===== src/design/ball_indexer_conveyor_control_macros.svh =====
// Assertion macros for the ball indexer conveyor control block.
// Included by the top level; needs a clk and an active-low rst_n in scope.
`ifndef BALL_INDEXER_CONVEYOR_CONTROL_MACROS_SVH
`define BALL_INDEXER_CONVEYOR_CONTROL_MACROS_SVH

// Same-cycle implication, disabled during reset.
`define BICC_ASSERT_NOW(label, ante, cons, msg) \
  label: assert property (@(posedge clk) disable iff (!rst_n) (ante) |-> (cons)) \
    else $error(msg);

// Next-cycle implication, disabled during reset.
`define BICC_ASSERT_NEXT(label, ante, cons, msg) \
  label: assert property (@(posedge clk) disable iff (!rst_n) (ante) |=> (cons)) \
    else $error(msg);

`endif


===== src/design/bicc_pkg.sv =====
// Shared types and constants for the ball indexer conveyor control block.
// No dependencies; imported by every module of the block.
package bicc_pkg;

  // Configuration port geometry: six 32-bit registers at byte address 4*i.
  localparam int CFG_ADDR_W = 5;
  localparam int CFG_DATA_W = 32;

  // Register indexes.
  localparam logic [2:0] REG_ADVANCE_DELAY = 3'd0;
  localparam logic [2:0] REG_PRE_DELAY     = 3'd1;
  localparam logic [2:0] REG_VERT_LEVEL    = 3'd2;
  localparam logic [2:0] REG_HORIZ_LEVEL   = 3'd3;
  localparam logic [2:0] REG_FEED_HORIZ    = 3'd4;
  localparam logic [2:0] REG_FEED_VERT     = 3'd5;

  // Reset values of the registers.
  localparam logic [15:0] ADVANCE_DELAY_RST = 16'd25;
  localparam logic [15:0] PRE_DELAY_RST     = 16'd0;
  localparam logic [14:0] VERT_LEVEL_RST    = 15'd16384;
  localparam logic [14:0] HORIZ_LEVEL_RST   = 15'd16384;

  // Saturation limits.
  localparam logic [2:0]  COUNT_MAX = 3'd7;
  localparam logic [15:0] TICKS_MAX = 16'hFFFF;

  // Register file contents as seen by the datapath.
  typedef struct packed {
    logic [15:0]        advance_delay;
    logic [15:0]        pre_delay;
    logic [14:0]        vert_level;
    logic [14:0]        horiz_level;
    logic signed [15:0] feed_horiz;
    logic signed [15:0] feed_vert;
  } cfg_t;

  // One result item.
  typedef struct packed {
    logic signed [15:0] vertical_drive;
    logic signed [15:0] horizontal_drive;
    logic [2:0]         balls_held;
  } result_t;

  // Internal state exposed for checking.
  typedef struct packed {
    logic [2:0] ball_total;
    logic       timer_active;
    logic       outtake_done;
  } status_t;

endpackage


===== src/design/bicc_cfg.sv =====
// Configuration register file with an APB-style write/read port.
// Depends on bicc_pkg for register indexes, reset values and cfg_t.
module bicc_cfg (
  input  logic                            clk,
  input  logic                            rst_n,
  input  logic                            psel,
  input  logic                            penable,
  input  logic                            pwrite,
  input  logic [bicc_pkg::CFG_ADDR_W-1:0] paddr,
  input  logic [bicc_pkg::CFG_DATA_W-1:0] pwdata,
  output logic [bicc_pkg::CFG_DATA_W-1:0] prdata,
  output logic                            pready,
  output bicc_pkg::cfg_t                  cfg
);
  import bicc_pkg::*;

  cfg_t       cfg_r;
  cfg_t       cfg_nxt;
  logic [2:0] reg_idx;
  logic       wr_en;

  assign pready  = 1'b1;
  assign reg_idx = paddr[CFG_ADDR_W-1:2];
  assign wr_en   = psel && penable && pwrite && pready;
  assign cfg     = cfg_r;

  // Register write decode; unknown indexes are ignored.
  always_comb begin
    cfg_nxt = cfg_r;
    if (wr_en) begin
      unique case (reg_idx)
        REG_ADVANCE_DELAY: cfg_nxt.advance_delay = pwdata[15:0];
        REG_PRE_DELAY:     cfg_nxt.pre_delay     = pwdata[15:0];
        REG_VERT_LEVEL:    cfg_nxt.vert_level    = pwdata[14:0];
        REG_HORIZ_LEVEL:   cfg_nxt.horiz_level   = pwdata[14:0];
        REG_FEED_HORIZ:    cfg_nxt.feed_horiz    = signed'(pwdata[15:0]);
        REG_FEED_VERT:     cfg_nxt.feed_vert     = signed'(pwdata[15:0]);
        default:           cfg_nxt = cfg_r;
      endcase
    end
  end

  always_ff @(posedge clk) begin
    if (!rst_n) begin
      cfg_r.advance_delay <= ADVANCE_DELAY_RST;
      cfg_r.pre_delay     <= PRE_DELAY_RST;
      cfg_r.vert_level    <= VERT_LEVEL_RST;
      cfg_r.horiz_level   <= HORIZ_LEVEL_RST;
      cfg_r.feed_horiz    <= '0;
      cfg_r.feed_vert     <= '0;
    end else begin
      cfg_r <= cfg_nxt;
    end
  end

  // Read mux.
  always_comb begin
    unique case (reg_idx)
      REG_ADVANCE_DELAY: prdata = {16'd0, cfg_r.advance_delay};
      REG_PRE_DELAY:     prdata = {16'd0, cfg_r.pre_delay};
      REG_VERT_LEVEL:    prdata = {17'd0, cfg_r.vert_level};
      REG_HORIZ_LEVEL:   prdata = {17'd0, cfg_r.horiz_level};
      REG_FEED_HORIZ:    prdata = {16'd0, cfg_r.feed_horiz};
      REG_FEED_VERT:     prdata = {16'd0, cfg_r.feed_vert};
      default:           prdata = '0;
    endcase
  end

endmodule


===== src/design/bicc_core.sv =====
// Per-tick control logic: ball count, tick timer, outtake flag and belt commands.
// Depends on bicc_pkg for cfg_t, result_t, status_t and the saturation limits.
module bicc_core #(
  parameter int BALL_LIMIT = 3
) (
  input  logic                 clk,
  input  logic                 rst_n,
  input  logic                 step,
  input  logic                 ball_seen,
  input  logic                 outtake_pressed,
  input  logic                 lift_pressed,
  input  logic                 shooting,
  input  logic                 manual_mode,
  input  logic                 auto_running,
  input  logic signed [15:0]   intake_axis,
  input  bicc_pkg::cfg_t       cfg,
  output bicc_pkg::result_t    result,
  output bicc_pkg::status_t    status
);
  import bicc_pkg::*;

  localparam logic [2:0] LIMIT = 3'(BALL_LIMIT);

  logic [2:0]  count_r, count_nxt;
  logic [15:0] elapsed_r, elapsed_nxt;
  logic        active_r, active_nxt;
  logic        done_r, done_nxt;

  logic [15:0]        elapsed_adv;
  logic [15:0]        elapsed_tmp;
  logic               active_tmp;
  logic [2:0]         count_mid;
  logic signed [15:0] vert_pos;
  logic signed [15:0] horiz_pos;
  logic signed [31:0] product;
  logic signed [15:0] horiz_scaled;
  logic signed [15:0] v_drive;
  logic signed [15:0] h_drive;

  function automatic logic [2:0] sat_inc(input logic [2:0] c);
    sat_inc = (c == COUNT_MAX) ? c : c + 3'd1;
  endfunction

  // Level times axis, floor-shifted back to Q1.15; always fits 16 bits.
  assign product      = signed'({17'd0, cfg.horiz_level}) * 32'(intake_axis);
  assign horiz_scaled = product[30:15];
  assign vert_pos     = signed'({1'b0, cfg.vert_level});
  assign horiz_pos    = signed'({1'b0, cfg.horiz_level});

  // Timer advance at the start of the tick.
  assign elapsed_adv = (active_r && elapsed_r != TICKS_MAX) ? elapsed_r + 16'd1 : elapsed_r;

  // Next state and belt commands for one tick.
  always_comb begin
    count_mid   = count_r;
    count_nxt   = count_r;
    elapsed_nxt = elapsed_adv;
    active_nxt  = active_r;
    done_nxt    = done_r;
    elapsed_tmp = elapsed_adv;
    active_tmp  = active_r;
    v_drive     = cfg.feed_vert;
    h_drive     = cfg.feed_horiz;
    if (!shooting) begin
      // Vertical belt, first match wins.
      priority if (outtake_pressed) begin
        v_drive  = -vert_pos;
        done_nxt = 1'b1;
      end else if (lift_pressed) begin
        v_drive = vert_pos;
      end else if (manual_mode || done_r) begin
        v_drive     = '0;
        count_mid   = '0;
        elapsed_nxt = '0;
        active_nxt  = 1'b0;
      end else begin
        if (count_r < LIMIT && ball_seen) begin
          elapsed_tmp = '0;
          active_tmp  = 1'b1;
        end
        if (elapsed_tmp > cfg.advance_delay) begin
          v_drive     = '0;
          count_mid   = sat_inc(count_r);
          elapsed_nxt = '0;
          active_nxt  = 1'b0;
        end else begin
          elapsed_nxt = elapsed_tmp;
          active_nxt  = active_tmp;
          v_drive     = (elapsed_tmp > cfg.pre_delay) ? vert_pos : 16'sd0;
        end
      end

      // Horizontal belt uses the count as updated above.
      priority if (outtake_pressed) begin
        h_drive = -horiz_pos;
      end else if (auto_running && count_mid <= LIMIT) begin
        h_drive = horiz_pos;
      end else if (count_mid <= LIMIT || manual_mode || done_nxt) begin
        h_drive = horiz_scaled;
      end else begin
        h_drive = '0;
      end

      // A ball seen at the limit still counts.
      count_nxt = (count_mid == LIMIT && ball_seen) ? sat_inc(count_mid) : count_mid;
    end
  end

  always_ff @(posedge clk) begin
    if (!rst_n) begin
      count_r   <= '0;
      elapsed_r <= '0;
      active_r  <= 1'b0;
      done_r    <= 1'b0;
    end else if (step) begin
      count_r   <= count_nxt;
      elapsed_r <= elapsed_nxt;
      active_r  <= active_nxt;
      done_r    <= done_nxt;
    end
  end

  assign result.vertical_drive   = v_drive;
  assign result.horizontal_drive = h_drive;
  assign result.balls_held       = count_nxt;

  assign status.ball_total   = count_r;
  assign status.timer_active = active_r;
  assign status.outtake_done = done_r;

endmodule


===== src/design/bicc_skid.sv =====
// Two-entry result buffer: output register plus a skid register.
// Depends on bicc_pkg for result_t.
module bicc_skid (
  input  logic              clk,
  input  logic              rst_n,
  input  logic              push,
  input  bicc_pkg::result_t push_data,
  output logic              push_ready,
  output logic              out_valid,
  input  logic              out_ready,
  output bicc_pkg::result_t out_data
);
  import bicc_pkg::*;

  logic    head_vld_r, head_vld_nxt;
  logic    skid_vld_r, skid_vld_nxt;
  result_t head_r, head_nxt;
  result_t skid_r, skid_nxt;
  logic    pop;

  assign push_ready = !skid_vld_r;
  assign pop        = head_vld_r && out_ready;
  assign out_valid  = head_vld_r;
  assign out_data   = head_r;

  // Item movement between input, skid and head.
  always_comb begin
    head_vld_nxt = head_vld_r;
    skid_vld_nxt = skid_vld_r;
    head_nxt     = head_r;
    skid_nxt     = skid_r;
    if (!head_vld_r || pop) begin
      if (skid_vld_r) begin
        head_nxt     = skid_r;
        head_vld_nxt = 1'b1;
        skid_nxt     = push_data;
        skid_vld_nxt = push;
      end else begin
        head_nxt     = push_data;
        head_vld_nxt = push;
      end
    end else if (push) begin
      skid_nxt     = push_data;
      skid_vld_nxt = 1'b1;
    end
  end

  always_ff @(posedge clk) begin
    if (!rst_n) begin
      head_vld_r <= 1'b0;
      skid_vld_r <= 1'b0;
    end else begin
      head_vld_r <= head_vld_nxt;
      skid_vld_r <= skid_vld_nxt;
    end
    head_r <= head_nxt;
    skid_r <= skid_nxt;
  end

endmodule


===== src/design/ball_indexer_conveyor_control.sv =====
// Top level of the ball indexer conveyor control block.
// Depends on bicc_pkg, bicc_cfg, bicc_core, bicc_skid and the assertion macro header.
//
//   Channel  Handshake                        Payload
//   in       in_valid / in_ready              ball_seen .. intake_axis (7 fields)
//   out      out_valid / out_ready            vertical_drive, horizontal_drive, balls_held
//   cfg      psel, penable, pwrite / pready   paddr[4:2] register, pwdata / prdata
//
// One item is accepted per cycle while in_ready is high; its result reaches the output
// register at the next edge, or waits in the skid entry while that register is held by
// out_ready. The control state is updated in the same cycle the item is taken.
// Synchronous active-low reset clears control state, config registers and valid flags.
// A two-entry output buffer lets the input take one more item into the skid entry while
// out_ready is low; in_ready drops only when both entries are full.
`include "ball_indexer_conveyor_control_macros.svh"

module ball_indexer_conveyor_control #(
  parameter int BALL_LIMIT = 3
) (
  input  logic                            clk,
  input  logic                            rst_n,
  input  logic                            in_valid,
  output logic                            in_ready,
  input  logic                            in_ball_seen,
  input  logic                            in_outtake_pressed,
  input  logic                            in_lift_pressed,
  input  logic                            in_shooting,
  input  logic                            in_manual_mode,
  input  logic                            in_auto_running,
  input  logic signed [15:0]              in_intake_axis,
  output logic                            out_valid,
  input  logic                            out_ready,
  output logic signed [15:0]              out_vertical_drive,
  output logic signed [15:0]              out_horizontal_drive,
  output logic [2:0]                      out_balls_held,
  input  logic                            psel,
  input  logic                            penable,
  input  logic                            pwrite,
  input  logic [bicc_pkg::CFG_ADDR_W-1:0] paddr,
  input  logic [bicc_pkg::CFG_DATA_W-1:0] pwdata,
  output logic [bicc_pkg::CFG_DATA_W-1:0] prdata,
  output logic                            pready
);
  import bicc_pkg::*;

  cfg_t    cfg;
  result_t result;
  result_t out_data;
  status_t status;
  logic    in_fire;

  assign in_fire = in_valid && in_ready;

  // Register file.
  bicc_cfg u_cfg (
    .clk     (clk),
    .rst_n   (rst_n),
    .psel    (psel),
    .penable (penable),
    .pwrite  (pwrite),
    .paddr   (paddr),
    .pwdata  (pwdata),
    .prdata  (prdata),
    .pready  (pready),
    .cfg     (cfg)
  );

  // Control state and belt command logic.
  bicc_core #(
    .BALL_LIMIT (BALL_LIMIT)
  ) u_core (
    .clk             (clk),
    .rst_n           (rst_n),
    .step            (in_fire),
    .ball_seen       (in_ball_seen),
    .outtake_pressed (in_outtake_pressed),
    .lift_pressed    (in_lift_pressed),
    .shooting        (in_shooting),
    .manual_mode     (in_manual_mode),
    .auto_running    (in_auto_running),
    .intake_axis     (in_intake_axis),
    .cfg             (cfg),
    .result          (result),
    .status          (status)
  );

  // Result buffer.
  bicc_skid u_skid (
    .clk        (clk),
    .rst_n      (rst_n),
    .push       (in_fire),
    .push_data  (result),
    .push_ready (in_ready),
    .out_valid  (out_valid),
    .out_ready  (out_ready),
    .out_data   (out_data)
  );

  assign out_vertical_drive   = out_data.vertical_drive;
  assign out_horizontal_drive = out_data.horizontal_drive;
  assign out_balls_held       = out_data.balls_held;

  // After an accepted item, out_valid is always high on the next cycle.
  `BICC_ASSERT_NEXT(a_result_follows, in_fire, out_valid, "accepted item produced no result")
  // Manual mode with no button pressed empties the count and stops the timer.
  `BICC_ASSERT_NEXT(a_manual_clears,
    in_fire && !in_shooting && !in_outtake_pressed && !in_lift_pressed && in_manual_mode,
    status.ball_total == '0 && !status.timer_active, "manual mode did not clear count")
  // Shooting leaves the count and the outtake flag untouched.
  `BICC_ASSERT_NEXT(a_shoot_holds, in_fire && in_shooting,
    status.ball_total == $past(status.ball_total) &&
    status.outtake_done == $past(status.outtake_done), "shooting changed the count")
  // The outtake flag never clears once set.
  `BICC_ASSERT_NEXT(a_outtake_sticky, status.outtake_done, status.outtake_done,
    "outtake flag cleared")

endmodule

===== config.mk =====
export PLATFORM = sky130hd
export DESIGN_NAME = ball_indexer_conveyor_control
export DESIGN_NICKNAME = d
export VERILOG_FILES = /design/src/design/bicc_pkg.sv /design/src/design/bicc_cfg.sv /design/src/design/bicc_core.sv /design/src/design/bicc_skid.sv /design/src/design/ball_indexer_conveyor_control.sv
export VERILOG_INCLUDE_DIRS = /design/src /design/src/design
export SDC_FILE = /design/constraint.sdc
export NUM_CORES = 1
export LEC_CHECK = 0
export ABC_AREA = 1
export BUFFER_PORTS_ARGS = -buffer_cell sky130_fd_sc_hd__buf_2
export CAP_MARGIN = 20
export CORE_MARGIN = 2
export CORE_UTILIZATION = 57
export CTS_CLUSTER_SIZE = 16
export DETAILED_ROUTE_END_ITERATION = 12
export PLACE_DENSITY = 0.82
export SLEW_MARGIN = 40
export SYNTH_ARGS = -nofsm -noshare
export SYNTH_HDL_FRONTEND = slang
export SYNTH_HIERARCHICAL = 1
export SYNTH_SLANG_ARGS = --single-unit

===== constraint.sdc =====
create_clock -name clk -period 6 [get_ports clk]
set_clock_uncertainty 0.2 [all_clocks]
set_input_delay 0.6 -clock clk [delete_from_list [all_inputs] [get_ports clk]]
set_output_delay 0.6 -clock clk [all_outputs]
set_load 0.01 [all_outputs]

**Yosys cells after proc, flatten, opt, wreduce, memory -nomap -nowiden**

Cells that the tools add are included.

- Register bits: 187
- Bits in latches: 0
- RAM bits: 0
- Memory bits (read-only): 0
- Output and inout port bits: 70
- Word-level logic and storage cells: 111
- Memories: 0

- $add $sub $neg: 5
- $mul: 1
- Div/mod/pow operators: 0
- $lt $le $gt $ge: 4
- Equality and inequality tests: 10
- Shift operators: 0
- Multiplexer cells: 44
- Bitwise gates (word level): 3
- Reductions and logical operators: 26

Operators with widths:

| kind | count |
|---|---|
| 16-bit 2-to-1 mux | 20 |
| 35-bit 2-to-1 mux | 4 |
| 16-bit one-hot mux with 6 select lines | 1 |
| 16-bit greater-than comparator | 2 |
| 15-bit negator with 16-bit output | 2 |
| 16-bit by 16-bit multiplier with 31-bit output | 1 |
| 3-bit 2-to-1 mux | 9 |
| 16-bit by 1-bit adder with 16-bit output (second input constant) | 1 |
| 16-bit != test (second input constant) | 1 |
| 2-bit AND reduction | 8 |
| 15-bit 2-to-1 mux | 1 |
| 3-bit equality test (second input constant) | 4 |
| 3-bit by 2-bit equality test with 1-bit output (second input constant) | 3 |
| 1-bit 2-to-1 mux | 9 |
| 1-bit logical AND | 8 |
| 3-bit by 1-bit adder with 3-bit output (second input constant) | 2 |
| 5-bit AND reduction | 1 |
| 1-bit logical OR | 4 |
| 3-bit by 1-bit equality test with 1-bit output (second input constant) | 1 |
| 3-bit by 2-bit <= comparator with 1-bit output (second input constant) | 1 |
| 3-bit zero test | 1 |
| 3-bit by 2-bit less-than comparator with 1-bit output (second input constant) | 1 |
| 1-bit NOT | 3 |
| 3-bit nonzero test | 1 |
| 3 further kinds | 4 |

**Depth between registers and ports, before layout**

- Depth after elaboration: 23
- Depth in mapped cells: 36

**Hierarchy**

The synthesis kept the hierarchy.

Modules (own cells, without submodules):

| module | times used | cells each | area each (µm²) | seq. area each (µm²) |
|---|---|---|---|---|
| bicc_core | 1 | 1872 | 12414.4 | 420.4 |
| bicc_cfg | 1 | 763 | 4772.1 | 1881.8 |
| bicc_skid | 1 | 198 | 2668.8 | 2142.1 |
| ball_indexer_conveyor_control | 1 | 2 | 7.5 | 0.0 |

**Least setup slack after synthesis**

No wires, ideal clock.

- Path type: register to register
- From: reg u_cfg.cfg_r, in the netlist u_cfg/cfg[38]
- To: reg u_skid.head_r, in the netlist u_skid/out_data[9] (data pin)
- Setup time: 0.252 ns
- Arrival: 5.553 ns
- Required time: 5.548 ns
- Setup slack: -0.005 ns
- Cell stages (with the launch flop): 30
- Path through: dfxtp_1 -> clkbuf_1 -> buf_1 -> nand2_1 -> fa_1 -> inv_1 -> fa_1 -> inv_1 -> fa_1 -> inv_1 -> fa_1 -> fa_1 -> inv_1 -> fa_1 -> inv_1 -> ha_1 -> nand2_1 -> nor2_1 -> inv_1 -> nor2_1 -> nand4_1 -> nand3_1 -> xnor2_1 -> nor2_1 -> nand2_1 -> nand3_1 -> nand3_1 -> nand2_1 -> nand2_1 -> nand2_1

RTL lines:

| element | line | source |
|---|---|---|
| start, declared | bicc_cfg.sv:17 | `cfg_t cfg_r;` |
| start signal, assigned | bicc_cfg.sv:52 | `cfg_r <= cfg_nxt;` |
| end signal, assigned | bicc_skid.sv:56 | `head_r <= head_nxt;` |
| end, declared | bicc_skid.sv:17 | `result_t head_r, head_nxt;` |

==> results list <==
- Layout overhead on the synthesized area: 14.5%
- Power density normalized to cell area: 176 nW/µm²
* Gr usage total: 32.6%
* Number of antenna violations at the first check in global routing: 1
* HPWL after detailed placement: 44400 µm
- Setup slack of the most critical reg-to-reg path: -100 ps
- CTS HTree Levels: 4
* Min Clock Period, post-route: 6100 ps
- In this run the worst hold path is classified as input port to register.
* Pin count of the biggest net entering global routing: 61
- At the later pin of the worst-skew pair, clock insertion delay measures between 400 and 500 ps.
* Total I/O pin count: 136
* Post-route worst hold slack: between 150 and 200 ps
* Setup repair after global routing missed its margin: yes
* Hold Vio Cnt, Final: 0
- Derived from the worst setup path, the maximum achievable clock frequency is 164 MHz.
* Antenna violation net count after detailed routing: 0
* Maximum vdd drop: 0.000200 V
- The pre-antenna-repair detailed-routing pass consisted of 7 iterations.
- From bottom edge to top edge, the die measures between 150 and 200 µm.
- Routability-driven placement finished with a final weighted congestion of roughly 0.97.
* Mean instance size in the synthesized netlist: around 7 µm²
- Clock-pin slew was measured on the worst setup and hold paths at 80 ps.
- The worst setup path is captured at a register.
* Pin slew with the least headroom to its limit: 833 ps
- The initial utilization of the core area, before any placement, comes to about 58%.
* TritonCTS clock tree: done
- Setup violations remaining at the end of the flow were counted as 7.
- Max Cap Violations: 0
- Core footprint: between 30000 and 40000 µm²
- From left edge to right edge, the die measures 191 µm.
* DRC viols: 0
- For this design the static power due to leakage is approximately 12 nW.
- The clock drives between 150 and 200 sinks.
- For this run, the number of Yosys warnings is 6.
- Measured in cells, the most critical reg-to-reg path has a length of 27.
* Final Slew Violations: 0
* FF-to-FF Start: u_cfg/cfg[39]
- Timing analysis after detailed placement gives a worst setup slack of -459 ps.
* Worst rel slew slack: 44.4%
- Total Nets Final: 3368
* Number of DRC markers in iteration 0: 2119
- Category of the critical setup timing path: register to register
- Across all setup checks in the final design, the least slack found is -97.7 ps.
* Required time of the worst setup path: 6110 ps
- Sink of the worst hold path: u_cfg/cfg[81]
- Counting the buffers created by CTS gives 17.
* Netlist Area Pre-Place: 19800 µm²
- Wire length of the first global-routing pass: 93200 µm
- Buffers from clock root to sink, at most: 2
* Post-detailed-route wirelength per cell: 17.5 µm
* Startpoint of the most critical hold path: pwdata[3]
- Total wire length after detailed routing: roughly 60000 µm
- The worst path uses 102% of the clock period.
- Outcome: complete, but fails checks
* Grt ovf: 0
* Setup TNS: -299 ps
- For this block, the via count after detailed routing is roughly 19000.
- The count of buffers added on input and output ports is 100.
- Number of global-route vias before repair: 18105
* Layout cells sized above 1: 15.5%
* Drt via density: 5.52
- At the end of the flow the core is filled with cells to 65.9%.
- 0 antenna diodes ended up in the layout.
* Hold path depth: 3
- Failing checks: setup timing
* Number of placement rows: 68
- Kind of launch point of the worst setup path: register
- Max Fanout on Critical Path: 5
* Hold buffer count at cts: 0
- CTS Root Buffer Type: sky130_fd_sc_hd__clkbuf_16
- Number of instances in the synthesized netlist: 2833
- Data on the critical path arrives at its endpoint at 6210 ps.
- The die covers ~36000 µm².
- Worst R2R End: u_skid/out_data[15]
-- metrics by stage --
stage	std cells	area, µm²	power, mW
floorplan	2848	19900	2.20
global placement	3390	21300	2.58
detailed placement	3390	21300	2.61
CTS	3429	22100	3.81
global route	3441	22700	4.19
finish	3441	22700	4.00
-- critical path, stage by stage, from the launching register on --
cell                      delay, ps
sky130_fd_sc_hd__dfxtp_4        440
sky130_fd_sc_hd__buf_6          150
sky130_fd_sc_hd__nand2_2         60
sky130_fd_sc_hd__fa_2           600
sky130_fd_sc_hd__fa_1           420
sky130_fd_sc_hd__inv_1           80
sky130_fd_sc_hd__fa_1           450
sky130_fd_sc_hd__fa_1           540
sky130_fd_sc_hd__fa_1           600
sky130_fd_sc_hd__inv_2           50
sky130_fd_sc_hd__fa_1           500
sky130_fd_sc_hd__inv_2           50
sky130_fd_sc_hd__ha_4           240
sky130_fd_sc_hd__a21oi_2        210
sky130_fd_sc_hd__buf_4          140
sky130_fd_sc_hd__o21a_1         160
sky130_fd_sc_hd__a21oi_2         70
sky130_fd_sc_hd__nor2_1         120
sky130_fd_sc_hd__nand2_1         70
sky130_fd_sc_hd__nand2_1         60
sky130_fd_sc_hd__nand2_1         50
sky130_fd_sc_hd__nor2_1          90
sky130_fd_sc_hd__nand2_1         70
sky130_fd_sc_hd__nand2_1         70
sky130_fd_sc_hd__nand2_1         70
sky130_fd_sc_hd__a21oi_2        220
sky130_fd_sc_hd__nand2_1        100
sky130_fd_sc_hd__nand2_1         80
-- layout make-up --
cell class,instances,area [µm²]
clock buffers,18,429
clock inverters,14,181
fillers,2922,11700
inverters,513,1930
multi-input cells,2004,13400
flip-flops and latches,187,4480
well taps,455,569
repair buffers,250,1760
-- report_power, final --
part / leakage, nW / total, mW / switching [mW] / internal [mW]
Sequential: 1.68 / 1.42 / 0.0346 / 1.39
Clock: 0.293 / 1.20 / 0.537 / 0.666
Combinational: 9.96 / 1.38 / 0.843 / 0.534
Total: 11.9 / 4.00 / 1.41 / 2.59
-- cell usage in the layout, fill, tap and decap left out, types with 10 or more instances in the layout --
| master | count |
|---|---|
| sky130_fd_sc_hd__nand2_1 | 763 |
| sky130_fd_sc_hd__inv_1 | 489 |
| sky130_fd_sc_hd__nor2_1 | 335 |
| sky130_fd_sc_hd__fa_1 | 173 |
| sky130_fd_sc_hd__nand3_1 | 145 |
| sky130_fd_sc_hd__ha_1 | 137 |
| sky130_fd_sc_hd__buf_4 | 135 |
| sky130_fd_sc_hd__dfxtp_1 | 104 |
| sky130_fd_sc_hd__buf_2 | 99 |
| sky130_fd_sc_hd__edfxtp_1 | 70 |
| sky130_fd_sc_hd__o21ai_0 | 69 |
| sky130_fd_sc_hd__a21oi_1 | 65 |
| sky130_fd_sc_hd__nand4_1 | 40 |
| sky130_fd_sc_hd__nor2_2 | 29 |
| sky130_fd_sc_hd__nand2_2 | 24 |
| sky130_fd_sc_hd__a21oi_2 | 21 |
| sky130_fd_sc_hd__inv_2 | 19 |
| sky130_fd_sc_hd__a31oi_1 | 19 |
| sky130_fd_sc_hd__xor2_1 | 18 |
| sky130_fd_sc_hd__clkbuf_16 | 17 |
| sky130_fd_sc_hd__conb_1 | 17 |
| sky130_fd_sc_hd__o21ai_1 | 16 |
| sky130_fd_sc_hd__nor2_4 | 14 |
| sky130_fd_sc_hd__ha_4 | 13 |
| sky130_fd_sc_hd__nor3_1 | 11 |
| sky130_fd_sc_hd__xnor2_1 | 11 |
| sky130_fd_sc_hd__nand2_4 | 10 |
-- worst max-delay path by stage --
stage	start	end	cells past startpoint	slack [ps]
floorplan	u_cfg/cfg[41]	u_skid/out_data[9]	27	5
global placement	in_intake_axis[7]	u_skid/out_data[13]	27	-390
detailed placement	in_intake_axis[4]	u_skid/out_data[8]	28	-460
CTS	u_cfg/cfg[39]	u_skid/out_data[8]	27	-40
global route	u_cfg/cfg[39]	u_skid/out_data[15]	27	-310
finish	u_cfg/cfg[39]	u_skid/out_data[15]	27	-100
-- state kept, by name, summed over array words and instances, names as in the netlist --
| signal | count |
|---|---|
| u_core/done_r | 1 |
| u_core/elapsed_r | 16 |
| u_cfg/cfg | 94 |
| u_skid/out_valid | 1 |
| u_skid/out_data | 35 |
| u_core/active_r | 1 |
| u_core/count_r | 3 |
| u_skid/skid_r | 35 |
| u_skid/skid_vld_r | 1 |
-- metal layers --
layer,global-route usage (%),part of all wire [%],up-vias
li1,-,-,8906
met1,46.3,42,8895
met2,51.1,45,1051
met3,6.18,11,147
met4,8.77,2.9,2
met5,0,0.022,-
-- what timing repair did --
item                                    4_1_cts  5_1_grt
resized for setup                            32      144
setup buffers                                 7       13
endpoints found under the setup margin       31       31
pin swaps                                    10       50
gates cloned                                  0        0
(Power assumes the default switching activity.)
